`src/rtl/nmea_sentence_collector_defines.svh`:
```
// Assertion macros used by the NMEA sentence collector top level.
`ifndef NMEA_SENTENCE_COLLECTOR_DEFINES_SVH
`define NMEA_SENTENCE_COLLECTOR_DEFINES_SVH

// Same-cycle implication, disabled while reset is asserted.
`define NSC_ASSERT_NOW(label, clk, rst_n, ante, cons) \
    label: assert property (@(posedge clk) disable iff (!(rst_n)) (ante) |-> (cons)) \
        else $error("nsc assertion failed");

// Next-cycle implication, disabled while reset is asserted.
`define NSC_ASSERT_NEXT(label, clk, rst_n, ante, cons) \
    label: assert property (@(posedge clk) disable iff (!(rst_n)) (ante) |=> (cons)) \
        else $error("nsc assertion failed");

`endif

```
`src/rtl/nsc_pkg.sv`:
```
// Shared constants, types and helpers of the NMEA sentence collector.
`default_nettype none
package nsc_pkg;

    localparam int MAX_SENTENCE_LEN = 128;
    localparam int MAX_SEPARATORS   = 32;
    localparam int MIN_LEN          = 12;

    localparam logic [7:0] CH_DOLLAR = 8'h24;
    localparam logic [7:0] CH_STAR   = 8'h2A;
    localparam logic [7:0] CH_COMMA  = 8'h2C;
    localparam logic [7:0] CH_CR     = 8'h0D;
    localparam logic [7:0] CH_LF     = 8'h0A;
    localparam logic [7:0] CH_ZERO   = 8'h30;

    localparam logic [1:0] STATUS_NONE  = 2'd0;
    localparam logic [1:0] STATUS_GGA   = 2'd1;
    localparam logic [1:0] STATUS_RMC   = 2'd2;
    localparam logic [1:0] STATUS_OTHER = 2'd3;

    localparam logic [7:0] GGA_NAME [5] = '{8'h47, 8'h50, 8'h47, 8'h47, 8'h41};
    localparam logic [7:0] RMC_NAME [5] = '{8'h47, 8'h50, 8'h52, 8'h4D, 8'h43};

    typedef struct packed {
        logic [1:0] status;
        logic [7:0] sentence_length;
        logic [5:0] separator_count;
    } t_result;

    // 'A'-'F' and 'a'-'f' give 10..15, anything else is byte minus '0' mod 256
    function automatic logic [7:0] hex_value(input logic [7:0] a);
        logic [7:0] v;
        if (a >= 8'h41 && a <= 8'h46) begin
            v = a - 8'h37;
        end else if (a >= 8'h61 && a <= 8'h66) begin
            v = a - 8'h57;
        end else begin
            v = a - CH_ZERO;
        end
        return v;
    endfunction

endpackage
`default_nettype wire

```
`src/rtl/nsc_frame.sv`:
```
// Sentence framing state machine with the registered per-word result.
`default_nettype none
module nsc_frame #(
    parameter int MAX_LEN  = nsc_pkg::MAX_SENTENCE_LEN,
    parameter int MAX_SEPS = nsc_pkg::MAX_SEPARATORS
) (
    input  wire logic             i_clk,
    input  wire logic             i_rst_n,
    input  wire logic             i_step,
    input  wire logic [7:0]       i_byte,
    output nsc_pkg::t_result      o_result
);
    import nsc_pkg::*;

    typedef enum logic [2:0] {
        PH_START = 3'd0,
        PH_DATA  = 3'd1,
        PH_CK1   = 3'd2,
        PH_CK2   = 3'd3,
        PH_CR    = 3'd4,
        PH_LF    = 3'd5
    } t_phase;

    typedef struct packed {
        t_phase     phase;
        logic [7:0] byte_count;
        logic [5:0] sep_count;
        logic [7:0] running_xor;
        logic [7:0] hex_high;
        logic       letters_ok;
        logic       comma_ok;
        logic       gga_match;
        logic       rmc_match;
    } t_frame;

    localparam t_frame FRAME_CLEAR = '{
        phase:       PH_START,
        byte_count:  8'd0,
        sep_count:   6'd0,
        running_xor: 8'd0,
        hex_high:    8'd0,
        letters_ok:  1'b1,
        comma_ok:    1'b0,
        gga_match:   1'b1,
        rmc_match:   1'b1
    };

    localparam logic [7:0] LEN_LIMIT  = 8'(MAX_LEN);
    localparam logic [7:0] DATA_LIMIT = 8'(MAX_LEN - 4);
    localparam logic [5:0] SEP_LIMIT  = 6'(MAX_SEPS);
    localparam logic [7:0] LEN_MIN    = 8'(MIN_LEN);

    t_frame     r_st;
    t_frame     n_st;
    t_frame     cur;
    t_result    r_res;
    t_result    n_res;
    logic [7:0] inc_count;
    logic [2:0] name_idx;
    logic [7:0] want;

    always_comb begin
        cur = r_st;
        if (r_st.byte_count >= LEN_LIMIT || r_st.sep_count >= SEP_LIMIT) begin
            cur = FRAME_CLEAR;
        end
        inc_count = cur.byte_count + 8'd1;
        name_idx  = cur.byte_count[2:0] - 3'd1;
        want      = {cur.hex_high[3:0], 4'd0} | hex_value(i_byte);
        n_st      = cur;
        n_res     = '{status: STATUS_NONE, sentence_length: 8'd0, separator_count: 6'd0};

        unique case (cur.phase)
            PH_DATA: begin
                if (cur.byte_count >= 8'd1 && cur.byte_count <= 8'd5) begin
                    if (i_byte < 8'h41 || i_byte > 8'h5A) begin
                        n_st.letters_ok = 1'b0;
                    end
                    if (i_byte != GGA_NAME[name_idx]) begin
                        n_st.gga_match = 1'b0;
                    end
                    if (i_byte != RMC_NAME[name_idx]) begin
                        n_st.rmc_match = 1'b0;
                    end
                end else if (cur.byte_count == 8'd6) begin
                    n_st.comma_ok = (i_byte == CH_COMMA);
                end
                if (i_byte == CH_COMMA || i_byte == CH_STAR) begin
                    n_st.sep_count = cur.sep_count + 6'd1;
                end
                if (i_byte != CH_STAR) begin
                    n_st.running_xor = cur.running_xor ^ i_byte;
                end
                n_st.byte_count = inc_count;
                if (inc_count >= DATA_LIMIT) begin
                    n_st = FRAME_CLEAR;
                end
                if (i_byte == CH_STAR) begin
                    n_st.phase = PH_CK1;
                end
            end
            PH_CK1: begin
                n_st.hex_high   = hex_value(i_byte);
                n_st.byte_count = inc_count;
                n_st.phase      = PH_CK2;
            end
            PH_CK2: begin
                n_st.running_xor = cur.running_xor ^ want;
                n_st.byte_count  = inc_count;
                n_st.phase       = PH_CR;
            end
            PH_CR: begin
                if (i_byte == CH_CR) begin
                    n_st.byte_count = inc_count;
                    n_st.phase      = PH_LF;
                end else begin
                    n_st = FRAME_CLEAR;
                end
            end
            PH_LF: begin
                if (i_byte == CH_LF && inc_count >= LEN_MIN && cur.letters_ok &&
                    cur.comma_ok && cur.running_xor == 8'd0) begin
                    n_st.byte_count = inc_count;
                    n_st.phase      = PH_START;
                    n_res.status    = cur.gga_match ? STATUS_GGA :
                                      (cur.rmc_match ? STATUS_RMC : STATUS_OTHER);
                    n_res.sentence_length = inc_count;
                    n_res.separator_count = cur.sep_count;
                end else begin
                    n_st = FRAME_CLEAR;
                end
            end
            PH_START: begin
                if (i_byte == CH_DOLLAR) begin
                    n_st            = FRAME_CLEAR;
                    n_st.byte_count = 8'd1;
                    n_st.phase      = PH_DATA;
                end
            end
            default: begin
                n_st = FRAME_CLEAR;
                if (i_byte == CH_DOLLAR) begin
                    n_st.byte_count = 8'd1;
                    n_st.phase      = PH_DATA;
                end
            end
        endcase
    end

    always_ff @(posedge i_clk) begin
        if (!i_rst_n) begin
            r_st <= FRAME_CLEAR;
        end else if (i_step) begin
            r_st  <= n_st;
            r_res <= n_res;
        end
    end

    assign o_result = r_res;

endmodule
`default_nettype wire

```
`src/rtl/nmea_sentence_collector.sv`:
```
// Top level of the NMEA sentence collector: handshake, input and result stages.
//
// Input channel: i_valid / o_ready carry one received character per word on
// i_rx_byte. Output channel: o_valid / i_ready carry one status word per input
// word: o_status, o_sentence_length and o_separator_count. The status is
// nonzero only on the word that answers the LF closing a valid sentence.
// A word accepted into the input stage is passed to the framer when the result
// stage can take it; its result is then registered and presented on the ports.
// Throughput: one word per cycle while the receiver does not stall; the framing
// state, the running XOR and the counters are updated once per word by the
// framer logic that sits between the input stage and the result stage.
// Reset (i_rst_n low, synchronous) empties both stages and returns the framer
// to waiting for '$' with cleared counters.
// When the receiver stalls, the result holds on the ports, an empty input stage
// still takes one more word, and then o_ready drops until i_ready returns.
`default_nettype none
`include "nmea_sentence_collector_defines.svh"
module nmea_sentence_collector #(
    parameter int MAX_LEN  = nsc_pkg::MAX_SENTENCE_LEN,
    parameter int MAX_SEPS = nsc_pkg::MAX_SEPARATORS
) (
    input  wire logic       i_clk,
    input  wire logic       i_rst_n,
    input  wire logic       i_valid,
    output logic            o_ready,
    input  wire logic [7:0] i_rx_byte,
    output logic            o_valid,
    input  wire logic       i_ready,
    output logic [1:0]      o_status,
    output logic [7:0]      o_sentence_length,
    output logic [5:0]      o_separator_count
);
    import nsc_pkg::*;

    logic       r_in_valid;
    logic [7:0] r_in_byte;
    logic       r_out_valid;
    logic       advance;
    t_result    result;

    assign advance = r_in_valid && (!r_out_valid || i_ready);
    assign o_ready = !r_in_valid || advance;

    always_ff @(posedge i_clk) begin
        if (!i_rst_n) begin
            r_in_valid  <= 1'b0;
            r_out_valid <= 1'b0;
        end else begin
            if (o_ready) begin
                r_in_valid <= i_valid;
            end
            if (advance) begin
                r_out_valid <= 1'b1;
            end else if (i_ready) begin
                r_out_valid <= 1'b0;
            end
        end
    end

    always_ff @(posedge i_clk) begin
        if (i_valid && o_ready) begin
            r_in_byte <= i_rx_byte;
        end
    end

    nsc_frame #(
        .MAX_LEN  (MAX_LEN),
        .MAX_SEPS (MAX_SEPS)
    ) u_frame (
        .i_clk    (i_clk),
        .i_rst_n  (i_rst_n),
        .i_step   (advance),
        .i_byte   (r_in_byte),
        .o_result (result)
    );

    assign o_valid           = r_out_valid;
    assign o_status          = result.status;
    assign o_sentence_length = result.sentence_length;
    assign o_separator_count = result.separator_count;

    `NSC_ASSERT_NOW(a_empty_status, i_clk, i_rst_n, o_valid && o_status == STATUS_NONE, o_sentence_length == 8'd0 && o_separator_count == 6'd0)
    `NSC_ASSERT_NOW(a_min_length, i_clk, i_rst_n, o_valid && o_status != STATUS_NONE, o_sentence_length >= 8'(MIN_LEN))
    `NSC_ASSERT_NEXT(a_accept_lands, i_clk, i_rst_n, i_valid && o_ready, r_in_valid)
    `NSC_ASSERT_NEXT(a_step_delivers, i_clk, i_rst_n, advance, o_valid)

endmodule
`default_nettype wire
```
`config.mk`:
```
export PLATFORM = sky130hd
export DESIGN_NAME = nmea_sentence_collector
export DESIGN_NICKNAME = d
export VERILOG_FILES = /design/src/rtl/nsc_pkg.sv /design/src/rtl/nsc_frame.sv /design/src/rtl/nmea_sentence_collector.sv
export VERILOG_INCLUDE_DIRS = /design/src /design/src/rtl
export SDC_FILE = /design/constraint.sdc
export NUM_CORES = 1
export LEC_CHECK = 0
export ABC_AREA = 1
export CORE_MARGIN = 5
export CORE_UTILIZATION = 40
export CTS_BUF_LIST = sky130_fd_sc_hd__clkbuf_16
export CTS_CLUSTER_SIZE = 28
export DETAILED_ROUTE_END_ITERATION = 10
export DONT_BUFFER_PORTS = 1
export PLACE_DENSITY = 0.6
export SYNTH_ARGS = -nofsm -noshare
export SYNTH_HDL_FRONTEND = slang
export SYNTH_SLANG_ARGS = --single-unit
```
`constraint.sdc`:
```
create_clock -name i_clk -period 6.3 [get_ports i_clk]
set_input_delay 0.63 -clock i_clk [delete_from_list [all_inputs] [get_ports i_clk]]
set_output_delay 0.63 -clock i_clk [all_outputs]
set_load 0.03 [all_outputs]
```
# Word-level counts from Yosys, hierarchy flattened
# Memory sizes are Yosys's and may differ from the RTL's.
# Cells that the tools add are included.
# totals
reg_bits,63
rom_bits,128
in_bits,12
out_inout_bits,18
wordCells,113
memories,2
# mem_list
memory,depth,width,read_ports,rd_ports_with_merged_regs,write_ports,line_no,source
(no name shown),8,8,1,0,0,nsc_frame.sv:79,if (i_byte != GGA_NAME[name_idx]) begin
(no name shown),8,8,1,0,0,nsc_frame.sv:82,if (i_byte != RMC_NAME[name_idx]) begin
# op_classes
n_addsub,6
n_lt_le_gt_ge,13
eq_ne,14
n_mux,33
bitwise,6
n_reduce_logical,23
# ops
operator,n
$mux 37,3
$pmux 8 s6,2
$pmux 11 s6,1
$mux 8,8
$mux 26,2
$pmux 6 s5,1
$eq 8x6->1 const B,3
$ge 8x7->1 const B,3
$pmux 4 s5,1
$eq 8x4->1 const B,2
$le 8x7->1 const B,2
$ne 8x8->1,2
$sub 8x6->8 const B,2
$xor 8x8->8,2
$mux 11,1
$mux 1,10
$logic_and 1x1->1,9
$mux 9,1
$add 8x1->8 const B,1
$eq 8x3->1 const B,1
$ge 8x1->1 const B,1
$ge 8x4->1 const B,1
$ge 8x8->1 const B,1
$gt 8x7->1 const B,1
other kinds (25),34

# Logic depth before layout (Yosys ltp)
# Gate-level depths: netlist (run 1).
# logic_depth
ltp_word,14
mapped_depth,21
ltp_nobuf,19

# Hierarchy
# Synthesis (run 1) repeated with hierarchy kept, for this count alone.
# hier_totals
cells_unflattened,682
hier_area_um2,4399.2
# by_module_without_submodules
module,instances,cells_each,area_per_inst_um2,seq_area_each_um2
nsc_frame,1,661,4063.9,1141.1
nmea_sentence_collector,1,21,335.3,280.3

# Least setup slack after synthesis (run 1)
# OpenSTA, ideal clock, no wires.
# synth_path
path_type,register to register
start,register u_frame.r_st[33] (netlist name)
end,register u_frame.r_st[26] (netlist name)
setup_ns,0.113
arrival_ns,2.552
required_ns,6.187
setup_slack_ns,3.635
path_stages_with_launch,18
path_buffers,3
period_less_slack_ns,2.665
cell_sequence,dfxtp_1 > nor2_4 > buf_8 > buf_4 > nand2_1 > inv_1 > ha_1 > inv_1 > nor2_1 > nand4_1 > nand2_1 > nand3_2 > nand3_4 > buf_8 > nor2_4 > nand3b_1 > o21ai_1 > inv_1
# synth_between
elab_chain_cells,11
elab_cells_between_ends,22
classes_between,1 x add/sub; 3 x order compare; 5 x eq/ne; 6 x mux; 7 x reduce/logical
# synth_rtl
element,line_no,source
"start, declared",nsc_frame.sv:53,t_frame r_st;
"start signal, assigned",nsc_frame.sv:154,r_st <= n_st;
$ge 8x8->1,nsc_frame.sv:64,if (r_st.byte_count >= LEN_LIMIT || r_st.sep_count >= SEP_LIMIT) begin
$logic_or 1x1->1,nsc_frame.sv:64,
$mux 37 *,nsc_frame.sv:64,
$add 8x1->8,nsc_frame.sv:67,inc_count = cur.byte_count + 8'd1;
$ge 8x4->1,nsc_frame.sv:121,if (i_byte == CH_LF && inc_count >= LEN_MIN && cur.letters_ok &&
$logic_and 1x1->1 (3 in series),nsc_frame.sv:121,
$logic_and 1x1->1,nsc_frame.sv:122,cur.comma_ok && cur.running_xor == 8'd0) begin
$mux 8,nsc_frame.sv:121,
$pmux 11 s6 *,nsc_frame.sv:73,unique case (cur.phase)
# Mark *: on every way between the ends. The rest lies on a longest branch, timed or not.
# A chain may end at the register's enable or synchronous reset.

# Worst setup path after layout (run 1)
# layout_path
start,register u_frame.r_st[33] (netlist name)
end,register u_frame.r_st[20] (netlist name)
# layout_between
elab_chain_cells,11
elab_cells_between_ends,25
classes_between,2 x add/sub; 3 x order compare; 5 x eq/ne; 7 x mux; 8 x reduce/logical
# layout_rtl
element,line_no
$ge 8x8->1,nsc_frame.sv:64
$logic_or 1x1->1,nsc_frame.sv:64
$mux 37 *,nsc_frame.sv:64
$add 8x1->8,nsc_frame.sv:67
$ge 8x4->1,nsc_frame.sv:121
$logic_and 1x1->1 (3 in series),nsc_frame.sv:121
$logic_and 1x1->1,nsc_frame.sv:122
$mux 26,nsc_frame.sv:121
$pmux 6 s5 *,nsc_frame.sv:73
# Marked as above.

==> results.py, run 1 <==
metrics = {
    "outcome": {
        "status": "complete, no violations",
    },
    "sta": {
        "final-hold-violation-count": 0,
        "max_freq_mhz": 283.5,
        "skew_ps": 6.838,
        "worst_pin_slew_ps": 883.1,
        "period_share": 0.5599,
        "rsz0062_at_grt": "no",
        "maxSlewViolCount": 0,
        "fin_tns_setup_ps": 0,
        "slew-limit-headroom": 0.4076,
        "finalSetupViolations": 0,
        "period_needed_ps": 3528,
    },
    "final_layout": {
        "layout-drive-gt1-share": 0.06503,
        "final_nets": 715,
        "num_antenna_cells": 0,
        "syn_to_final_growth_pct": 8.283,
    },
    "yosys": {
        "synth_top_area_cell": "nand2_1",
        "synth_edf_count": 24,
        "yosysMostFrequentCell": "nand2_1",
        "async_flop_share": 0,
        "synth_compound_area_frac": 0.1048,
        "synth_area_per_cell_um2": 6.590,
        "syn-cell-area_um2": 4547,
        "syn_inst": 690,
        "yosys.area_share.simple": 0.4078,
        "synth_top_area_share": 0.1841,
        "synth_top_family_by_area": "simple AND/OR/NAND/NOR gates",
        "muxShareOfSynthArea": 0,
        "ys.flop_type": "dfxtp_1",
        "synth_common_cells": "nand2_1, inv_1, nor2_1, nand3_1, a21oi_1",
        "yosysWarningCount": 0,
        "synth_area_leaders": "nand2_1, edfxtp_1, dfxtp_1, inv_1, nand3_1",
        "synthAdderAreaFrac": 0.04403,
        "synth_cell_types": 43,
        "synth-xor-area-share": 0.03275,
        "syn_nets": 718,
        "seq_area_frac_synth": 0.3126,
        "ys_seq_elements": 59,
    },
    "setup_path": {
        "crit_chain": "nor2_4 > nand2_1 > inv_1 > ha_1 > inv_1 > nor2_1 > nand4_1 > nand2_1 > nand3_2 > nand3_4 > nand3_1 > nand2_1 > o21ai_0 > nand2_1 > a21oi_1",
        "crit_top_cell": "nand2_1",
        "startpoint_type": "register",
        "reg2reg_depth": 15,
        "crit_fanout": 28,
        "endpoint_kind": "register",
        "max_stage_delay_ps": 650,
        "critPathKind": "register to register",
        "cpLargestDelayFamily": "simple AND/OR/NAND/NOR gates",
        "required_ps": 6510,
        "cp.depth": 15,
        "critical_path_buf_inv_count": 2,
        "worstPathArrival_ps": 3740,
        "cpMaxStageDelayCell": "nor2_4",
    },
    "routing": {
        "ant_nets": 0,
        "routed_wl_mm": 12.85,
        "drcViolationCount": 0,
        "drt_pass1_iterations": 5,
        "vias_per_cell": 5.347,
        "wl_per_cell_um": 15.39,
        "drt_first_iter_violations": 323,
        "num_vias": 4465,
    },
    "die": {
        "die_x_um": 116.6,
        "start_util": 0.4034,
        "rows": 39,
        "io_pins": 30,
        "dieArea_um2": 13600,
        "die_y_um": 116.6,
        "core-area_um2": 11270,
    },
    "cts": {
        "numCtsBuffers": 9,
        "ctsLongestPathBuffers": 2,
        "hold_buffers": 0,
        "cts_setup_buffers": 0,
        "numClockSinks": 59,
        "clkSlewWorstSetupHoldPaths_ps": 50,
        "root_buffer": "clkbuf_16",
        "clk_latency_ps": 340,
        "htreeDepth": 3,
        "cts.repair.resized": 0,
        "cts_tree": "built",
    },
    "run": {
        "drv_cap": 0,
    },
    "power_and_ir_drop": {
        "p_leak_nw": 2.137,
        "vdd_drop_max_uv": 123.3,
        "pwr_density_cell_nw_per_um2": 208.2,
        "total_power_mw": 1.025,
    },
    "global_routing": {
        "antenna_found_initial": 0,
        "grt_pass1_vias": 4247,
        "grt_pass1_wl_mm": 21.23,
        "grt_remaining_overflow": 0,
        "grt_max_degree": 37,
        "grt.total_usage": 0.1984,
    },
    "worst_hold_path": {
        "whs_path_depth": 0,
        "hp-class": "primary input to register",
    },
    "place": {
        "hpwl_mm": 9.385,
        "portBuffers": 0,
        "place.gp.congestion": 0.9208,
    },
}
## worst reg2reg max path: stages, from the launching register on
cell	delay, ps
dfxtp_1	340
nor2_4	650
nand2_1	290
inv_1	270
ha_1	290
inv_1	80
nor2_1	190
nand4_1	110
nand2_1	150
nand3_2	140
nand3_4	230
nand3_1	260
nand2_1	120
o21ai_0	90
nand2_1	80
a21oi_1	90
## area by class of cell
class | instances | area, um2
Fill cell | 1157 | 6349
Multi-Input combinational cell | 525 | 2684
Sequential cell | 59 | 1421
Inverter | 89 | 337.8
Clock buffer | 9 | 225.2
Tap cell | 143 | 178.9
Clock inverter | 7 | 53.80
Timing Repair Buffer | 3 | 22.52
## where the power goes
group          leakage, nW  switching, mW  total (mW)  internal (mW)
Combinational         1.50         0.0875       0.124         0.0360
Sequential           0.489         0.0210       0.431          0.410
Clock                0.152          0.173       0.471          0.298
Total                 2.14          0.282        1.02          0.743
## final timing paths
check	from	endpoint	slack (ps)
worst max-delay path	u_frame.r_st[33]$_SDFFE_PN0P_	u_frame.r_st[20]$_SDFFE_PN0P_	2770
worst min register to register	u_frame.r_st[6]$_SDFFE_PN0P_	u_frame.r_st[6]$_SDFFE_PN0P_	470
worst max register to register	u_frame.r_st[33]$_SDFFE_PN0P_	u_frame.r_st[20]$_SDFFE_PN0P_	2770
worst min-delay path	i_rx_byte[5]	r_in_byte[5]$_DFFE_PP_	380
## metrics by stage
step / hold slack (ps) / worst slack (ps) / std cells / util / instance area (um2)
floorplan: 441.2 / 3635 / 690 / - / 4547
global placement: 451.8 / 2940 / 819 / 0.4120 / 4644
detailed placement: 459.5 / 2800 / 819 / 0.4120 / 4644
CTS: 376.3 / 2786 / 835 / 0.4368 / 4923
global route: 379.1 / 2405 / 835 / 0.4368 / 4923
finish: 381.0 / 2772 / 835 / 0.4368 / 4923
## cell families after synthesis
family                     Yosys count
AOI/OAI and AO/OA                   88
xor gates and xnor gates            17
adders and majority gates           16
buffers and inverters              106
DFF                                 59
other                                1
and+or+nand+nor                    403
## layer usage
metal,track usage,wire [um],vias up
li1,-,-,2243
met1,0.2513,5823,2080
met2,0.3356,6164,123
met3,0.03472,593,19
met4,0.07798,269,0
met5,0,0,-
## placed cells by master (no fill, tap or decap), drive strengths merged
cell and n:
nand2 228, inv 90, nor2 66, nand3 65, a21oi 50, dfxtp 35
o21ai 26, edfxtp 24, nand4 18, xor2 16, ha 16, nor3 15
clkbuf 9, nand3b 8, o21bai 6, clkinv 5, o211ai 3, buf 3
and3 1, a32oi 1, xnor2 1, nor3b 1, o2111ai 1, a211oi 1
nor4 1, bufinv 1, conb 1
## registers in the layout (all words and copies together), names as in the netlist
register	count
r_in_byte	8
u_frame.o_result	16
u_frame.r_st	33
r_in_valid	1
o_valid	1
(Power assumes the default switching activity.)
==> run 2, diff against run 1 <==
Settings changed: PLACE_DENSITY 0.6 to 0.62.
Clock period 6.3 ns to 2.94 ns, I/O delays scaled along.
==> results.py, run 2 (same netlist as run 1, synthesis figures left out) <==
metrics = {
    "cts": {
        "cts_setup_buffers": 0,
        "ctsLongestPathBuffers": 2,
        "root_buffer": "clkbuf_16",
        "numCtsBuffers": 9,
        "clk_latency_ps": 350,
        "hold_buffers": 0,
        "cts_tree": "built",
        "clkSlewWorstSetupHoldPaths_ps": 50,
        "cts.repair.resized": 0,
        "htreeDepth": 3,
        "numClockSinks": 59,
    },
    "setup_path": {
        "startpoint_type": "register",
        "critical_path_buf_inv_count": 4,
        "reg2reg_from": "u_frame.r_st[33]$_SDFFE_PN0P_",
        "max_stage_delay_ps": 330,
        "cpMaxStageDelayCell": "dfxtp_1",
        "reg2reg_depth": 18,
        "crit_fanout": 11,
        "crit_top_cell": "nand2_1",
        "worstPathArrival_ps": 2910,
        "crit_chain": "nor2_4 > nand2_1 > inv_1 > ha_1 > inv_1 > nor2_1 > nand2_1 > nand2_1 > nor2_1 > nand3_2 > nand3_2 > inv_1 > nand2_1 > nand2_1 > inv_1 > nand2_1 > nand2_1 > a21oi_1",
        "required_ps": 3210,
        "critPathCapture": "u_frame.r_st[18]$_SDFFE_PN0P_",
        "endpoint_kind": "register",
        "crit_path_start": "u_frame.r_st[33]$_SDFFE_PN0P_",
        "reg2reg_slack_ps": 300,
        "critPathKind": "register to register",
        "cpLargestDelayFamily": "simple AND/OR/NAND/NOR gates",
        "cp.depth": 18,
        "reg2reg_to": "u_frame.r_st[18]$_SDFFE_PN0P_",
    },
    "sta": {
        "final-hold-violation-count": 0,
        "rsz0062_at_grt": "no",
        "max_freq_mhz": 379.4,
        "skew_ps": 11.08,
        "worst_pin_slew_ps": 519.7,
        "fin_ws_ps": 304.4,
        "maxSlewViolCount": 0,
        "period_share": 0.8965,
        "period_needed_ps": 2636,
        "slew-limit-headroom": 0.6514,
        "finalSetupViolations": 0,
        "fin_hold_ws_ps": 47.24,
        "fin_tns_setup_ps": 0,
    },
    "routing": {
        "drt_pass1_iterations": 7,
        "vias_per_cell": 5.311,
        "drcViolationCount": 0,
        "ant_nets": 0,
        "wl_per_cell_um": 15.31,
        "routed_wl_mm": 12.97,
        "drt_first_iter_violations": 329,
        "num_vias": 4498,
    },
    "die": {
        "dieArea_um2": 13600,
        "core-area_um2": 11270,
        "die_x_um": 116.6,
        "die_y_um": 116.6,
        "rows": 39,
        "start_util": 0.4034,
        "io_pins": 30,
    },
    "final_layout": {
        "fin_cells": 847,
        "num_antenna_cells": 0,
        "fin_util": 0.4454,
        "final_cell_mix": "nand2_1, inv_1, nor2_1",
        "largest_reg_flops": 33,
        "final_nets": 727,
        "syn_to_final_growth_pct": 10.43,
        "layout-drive-gt1-share": 0.08381,
        "max_flop_register": "u_frame.r_st",
        "fin_area_um2": 5021,
        "final_common_cell": "nand2_1",
    },
    "global_routing": {
        "grt.total_usage": 0.2037,
        "grt_max_degree": 36,
        "grt_pass1_wl_mm": 21.29,
        "grt_remaining_overflow": 0,
        "grt_pass1_vias": 4248,
        "antenna_found_initial": 0,
    },
    "power_and_ir_drop": {
        "intPower_mw": 1.604,
        "power.switching_mw": 0.6170,
        "swShare": 0.2777,
        "total_power_mw": 2.221,
        "combPwrFrac": 0.124,
        "vdd_drop_max_uv": 303.1,
        "clkPwrFrac": 0.463,
        "pwr_density_cell_nw_per_um2": 442.4,
        "seqPwrFrac": 0.412,
        "p_leak_nw": 2.181,
    },
    "place": {
        "dp_cells": 831,
        "detailed_place.area_um2": 4735,
        "portBuffers": 0,
        "place.gp.congestion": 0.9444,
        "pre_cts_slack_ps": 343.9,
        "hpwl_mm": 9.588,
    },
    "worst_hold_path": {
        "hp-class": "primary input to register",
    },
    "outcome": {
        "status": "complete, no violations",
    },
    "run": {
        "drv_cap": 0,
    },
}
## run 2: cell count changes in the layout (fill, tap and decap cells not counted)
cell,previous run,this run
clkinvlp_4,0,2
buf_4,3,15
clkinv_1,3,4
inv_1,88,85
## run 2: worst min path at each step
stage | startpoint | end | slack, ps | cells after the start
after global placement | i_rx_byte[3] | r_in_byte[3]$_DFFE_PP_ | 390 | 0
after CTS | i_rx_byte[4] | r_in_byte[4]$_DFFE_PP_ | 30 | 0
after detailed placement | i_rx_byte[3] | r_in_byte[3]$_DFFE_PP_ | 390 | 0
final | i_rx_byte[4] | r_in_byte[4]$_DFFE_PP_ | 50 | 0
after floorplan | i_rx_byte[0] | r_in_byte[0]$_DFFE_PP_ | 390 | 0
after global routing | i_rx_byte[4] | r_in_byte[4]$_DFFE_PP_ | 40 | 0
## run 2: cell type report
cell class                 count  area [um2]
tap                          143       178.9
timing repair buffer          15       112.6
fill                        1189        6251
clock inverter                 7       61.31
multi-input combinational    525        2684
sequential                    59        1421
clock buffer                   9       225.2
inverter                      89       337.8
## run 2: worst register-to-register path, cell delays in order, from the launching register on
cell,delay [ps]
dfxtp_1,330
nor2_4,160
nand2_1,150
inv_1,110
ha_1,240
inv_1,80
nor2_1,190
nand2_1,70
nand2_1,80
nor2_1,60
nand3_2,100
nand3_2,290
inv_1,300
nand2_1,80
nand2_1,70
inv_1,30
nand2_1,50
nand2_1,50
a21oi_1,110
## run 2: layer usage
metal	GRT usage	wire length, um	vias to the layer above	part of all wire
met3	0.03575	651	35	0.050
li1	-	-	2260	-
met2	0.3432	6251	130	0.48
met4	0.09939	425	0	0.033
met5	0	0	-	0
met1	0.2511	5639	2073	0.43
## run 2: power groups by stage
stage,clock (mW),combinational [mW],sequential (mW)
4_1_cts,1.06,0.274,0.916
3_3_place_gp,0,0.272,0.932
6_report,1.03,0.276,0.916
3_5_place_dp,0,0.272,0.933
5_1_grt,1.09,0.311,0.918
2_1_floorplan,0,0.203,0.925
==> run 3, diff against run 2 <==
Settings changed: ABC_AREA 1 to 0.
==> results.py, run 3 <==
metrics = {
    "outcome": {
        "status": "complete, no violations",
    },
    "yosys": {
        "synth_cell_types": 78,
        "synth_area_per_cell_um2": 8.216,
        "yosysMostFrequentCell": "nand2_1",
        "syn_nets": 545,
        "synth_top_area_share": 0.1697,
        "seq_area_frac_synth": 0.3346,
        "synth_edf_count": 24,
        "synth_top_area_cell": "edfxtp_1",
        "syn-cell-area_um2": 4248,
        "syn_inst": 517,
        "yosysWarningCount": 0,
        "synth_area_leaders": "edfxtp_1, dfxtp_1, nand2_1, a21oi_1, ha_1",
        "ys.flop_type": "dfxtp_1",
        "synth_common_cells": "nand2_1, a21oi_1, nor2_1, dfxtp_1, o21ai_0",
        "ys_seq_elements": 59,
        "async_flop_share": 0,
    },
    "routing": {
        "drcViolationCount": 0,
        "routed_wl_mm": 13.07,
        "drt_first_iter_violations": 406,
        "num_vias": 4255,
        "vias_per_cell": 6.185,
        "drt_pass1_iterations": 5,
        "wl_per_cell_um": 19.00,
        "ant_nets": 0,
    },
    "die": {
        "dieArea_um2": 12780,
        "die_y_um": 113.1,
        "core-area_um2": 10320,
        "start_util": 0.4115,
        "rows": 37,
        "die_x_um": 113.1,
        "io_pins": 30,
    },
    "global_routing": {
        "grt.total_usage": 0.1993,
        "antenna_found_initial": 0,
        "grt_max_degree": 30,
        "grt_pass1_wl_mm": 20.62,
        "grt_remaining_overflow": 0,
        "grt_pass1_vias": 3938,
    },
    "setup_path": {
        "endpoint_kind": "register",
        "required_ps": 3160,
        "reg2reg_depth": 12,
        "reg2reg_to": "u_frame.r_st[17]$_SDFFE_PN0P_",
        "critical_path_buf_inv_count": 2,
        "cpLargestDelayFamily": "simple AND/OR/NAND/NOR gates",
        "cpMaxStageDelayCell": "or3_4",
        "startpoint_type": "register",
        "critPathKind": "register to register",
        "crit_fanout": 4,
        "reg2reg_from": "u_frame.r_st[25]$_SDFFE_PN0P_",
        "worstPathArrival_ps": 3130,
        "crit_chain": "or3b_4 > inv_4 > ha_4 > nand4bb_4 > or3_4 > a221oi_4 > buf_4 > a21oi_2 > nand2_2 > a21oi_1 > o21a_1 > o311a_1",
        "reg2reg_slack_ps": 30,
        "cp.depth": 12,
        "max_stage_delay_ps": 430,
    },
    "power_and_ir_drop": {
        "seqPwrFrac": 0.401,
        "total_power_mw": 2.288,
        "power.switching_mw": 0.6322,
        "swShare": 0.2763,
        "intPower_mw": 1.656,
        "p_leak_nw": 1.881,
        "pwr_density_cell_nw_per_um2": 445.6,
        "clkPwrFrac": 0.472,
        "combPwrFrac": 0.127,
        "vdd_drop_max_uv": 294.3,
    },
    "sta": {
        "max_freq_mhz": 344.0,
        "period_share": 0.9887,
        "worst_pin_slew_ps": 532.5,
        "skew_ps": 5.155,
        "period_needed_ps": 2907,
        "fin_hold_ws_ps": 24.28,
        "final-hold-violation-count": 0,
        "maxSlewViolCount": 0,
        "slew-limit-headroom": 0.6445,
        "rsz0062_at_grt": "yes",
        "finalSetupViolations": 0,
    },
    "final_layout": {
        "layout-drive-gt1-share": 0.1902,
        "final_nets": 575,
        "final_cell_mix": "nand2_1, buf_4, a21oi_1",
        "max_flop_register": "u_frame.r_st",
        "syn_to_final_growth_pct": 20.88,
        "final_common_cell": "nand2_1",
        "fin_util": 0.4974,
        "num_antenna_cells": 0,
        "largest_reg_flops": 33,
        "fin_cells": 688,
    },
    "cts": {
        "clk_latency_ps": 340,
        "htreeDepth": 3,
        "numClockSinks": 59,
        "root_buffer": "clkbuf_16",
        "hold_buffers": 0,
        "cts_tree": "built",
        "ctsLongestPathBuffers": 2,
        "numCtsBuffers": 9,
        "clkSlewWorstSetupHoldPaths_ps": 60,
    },
    "worst_hold_path": {
        "whs_path_depth": 1,
        "min_to": "u_frame.r_st[3]$_SDFFE_PN1P_",
        "hold_start": "i_rst_n",
        "hp-class": "primary input to register",
    },
    "place": {
        "place.gp.congestion": 0.9613,
        "hpwl_mm": 9.091,
        "portBuffers": 0,
        "dp_cells": 669,
    },
    "run": {
        "drv_cap": 0,
    },
}
==> run 3: cell types whose count changed in the layout (fill, tap and decap cells not counted), sizes merged, moves of 19 or more <==
| cell | change |
|---|---|
| inv | -75 |
| buf | +36 |
| nand2 | -169 |
| nand3 | -53 |
| nor2 | -27 |
| and2 | +19 |
==> run 3: final cells by class <==
cell class	count	area [um2]
multi-input cells	415	2811
clock buffers	9	225.2
repair buffers	51	382.9
clock inverters	7	77.57
well taps	136	170.2
flip-flops and latches	59	1424
inverters	11	43.79
fillers	959	5189
==> run 3: power by group through the flow <==
| stage | clock [mW] | combinational [mW] | sequential [mW] |
|---|---|---|---|
| 2_1_floorplan | 0 | 0.190 | 0.933 |
| 3_3_place_gp | 0 | 0.270 | 0.934 |
| 3_5_place_dp | 0 | 0.273 | 0.935 |
| 4_1_cts | 1.09 | 0.276 | 0.917 |
| 5_1_grt | 1.13 | 0.315 | 0.920 |
| 6_report | 1.08 | 0.291 | 0.917 |
==> run 3: cells by family after synthesis <==
family	count (synthesis)	share of synthesized area
fa+ha+maj	16	0.04713
simple gates	216	0.2801
mux	2	0.004713
compound gates	164	0.2563
xor+xnor	16	0.03299
flops	59	0.3346
other cells	1	0.0008828
buf+inv	43	0.04330
==> run 3: worst register-to-register path, stage by stage, from the launching register on <==
cell,delay (ps)
dfxtp_2,330
or3b_4,410
inv_4,80
ha_4,150
nand4bb_4,120
or3_4,430
a221oi_4,340
buf_4,190
a21oi_2,80
nand2_2,140
a21oi_1,60
o21a_1,160
o311a_1,310
==> run 3: stage by stage <==
stage	TNS (ps)	instance area (um2)	setup WS, ps
finish	0	5135	33.33
global route	-500.6	5135	-80.57
global placement	-18.94	4664	-18.94
CTS	0	4997	8.144
detailed placement	-73.14	4664	-46.51
floorplan	0	4278	4.709
==> run 3: worst max-delay path by stage <==
stage | from | endpoint
floorplan | u_frame.r_st[33]$_SDFFE_PN0P_ | u_frame.r_st[17]$_SDFFE_PN0P_
global placement | u_frame.r_st[33]$_SDFFE_PN0P_ | u_frame.r_st[4]$_SDFFE_PN0P_
detailed placement | u_frame.r_st[33]$_SDFFE_PN0P_ | u_frame.r_st[4]$_SDFFE_PN0P_
CTS | u_frame.r_st[33]$_SDFFE_PN0P_ | u_frame.r_st[4]$_SDFFE_PN0P_
global route | u_frame.r_st[25]$_SDFFE_PN0P_ | u_frame.r_st[20]$_SDFFE_PN0P_
finish | u_frame.r_st[25]$_SDFFE_PN0P_ | u_frame.r_st[17]$_SDFFE_PN0P_
==> run 3: timing repair <==
item | in CTS | in global routing
hold endpoints to repair | 0 | 0
pin swaps | 2 | 14
endpoints found under the setup margin | 7 | 27
gates resized for setup | 4 | 24
setup buffers | 0 | 3
==> run 3: per-layer routing <==
layer / wire length [um] / GRT usage / vias up
met2: 6122 / 0.3187 / 211
met1: 5671 / 0.2634 / 2023
met4: 490 / 0.09295 / 0
met5: 0 / 0 / -
met3: 789 / 0.03209 / 39
li1: - / - / 1982
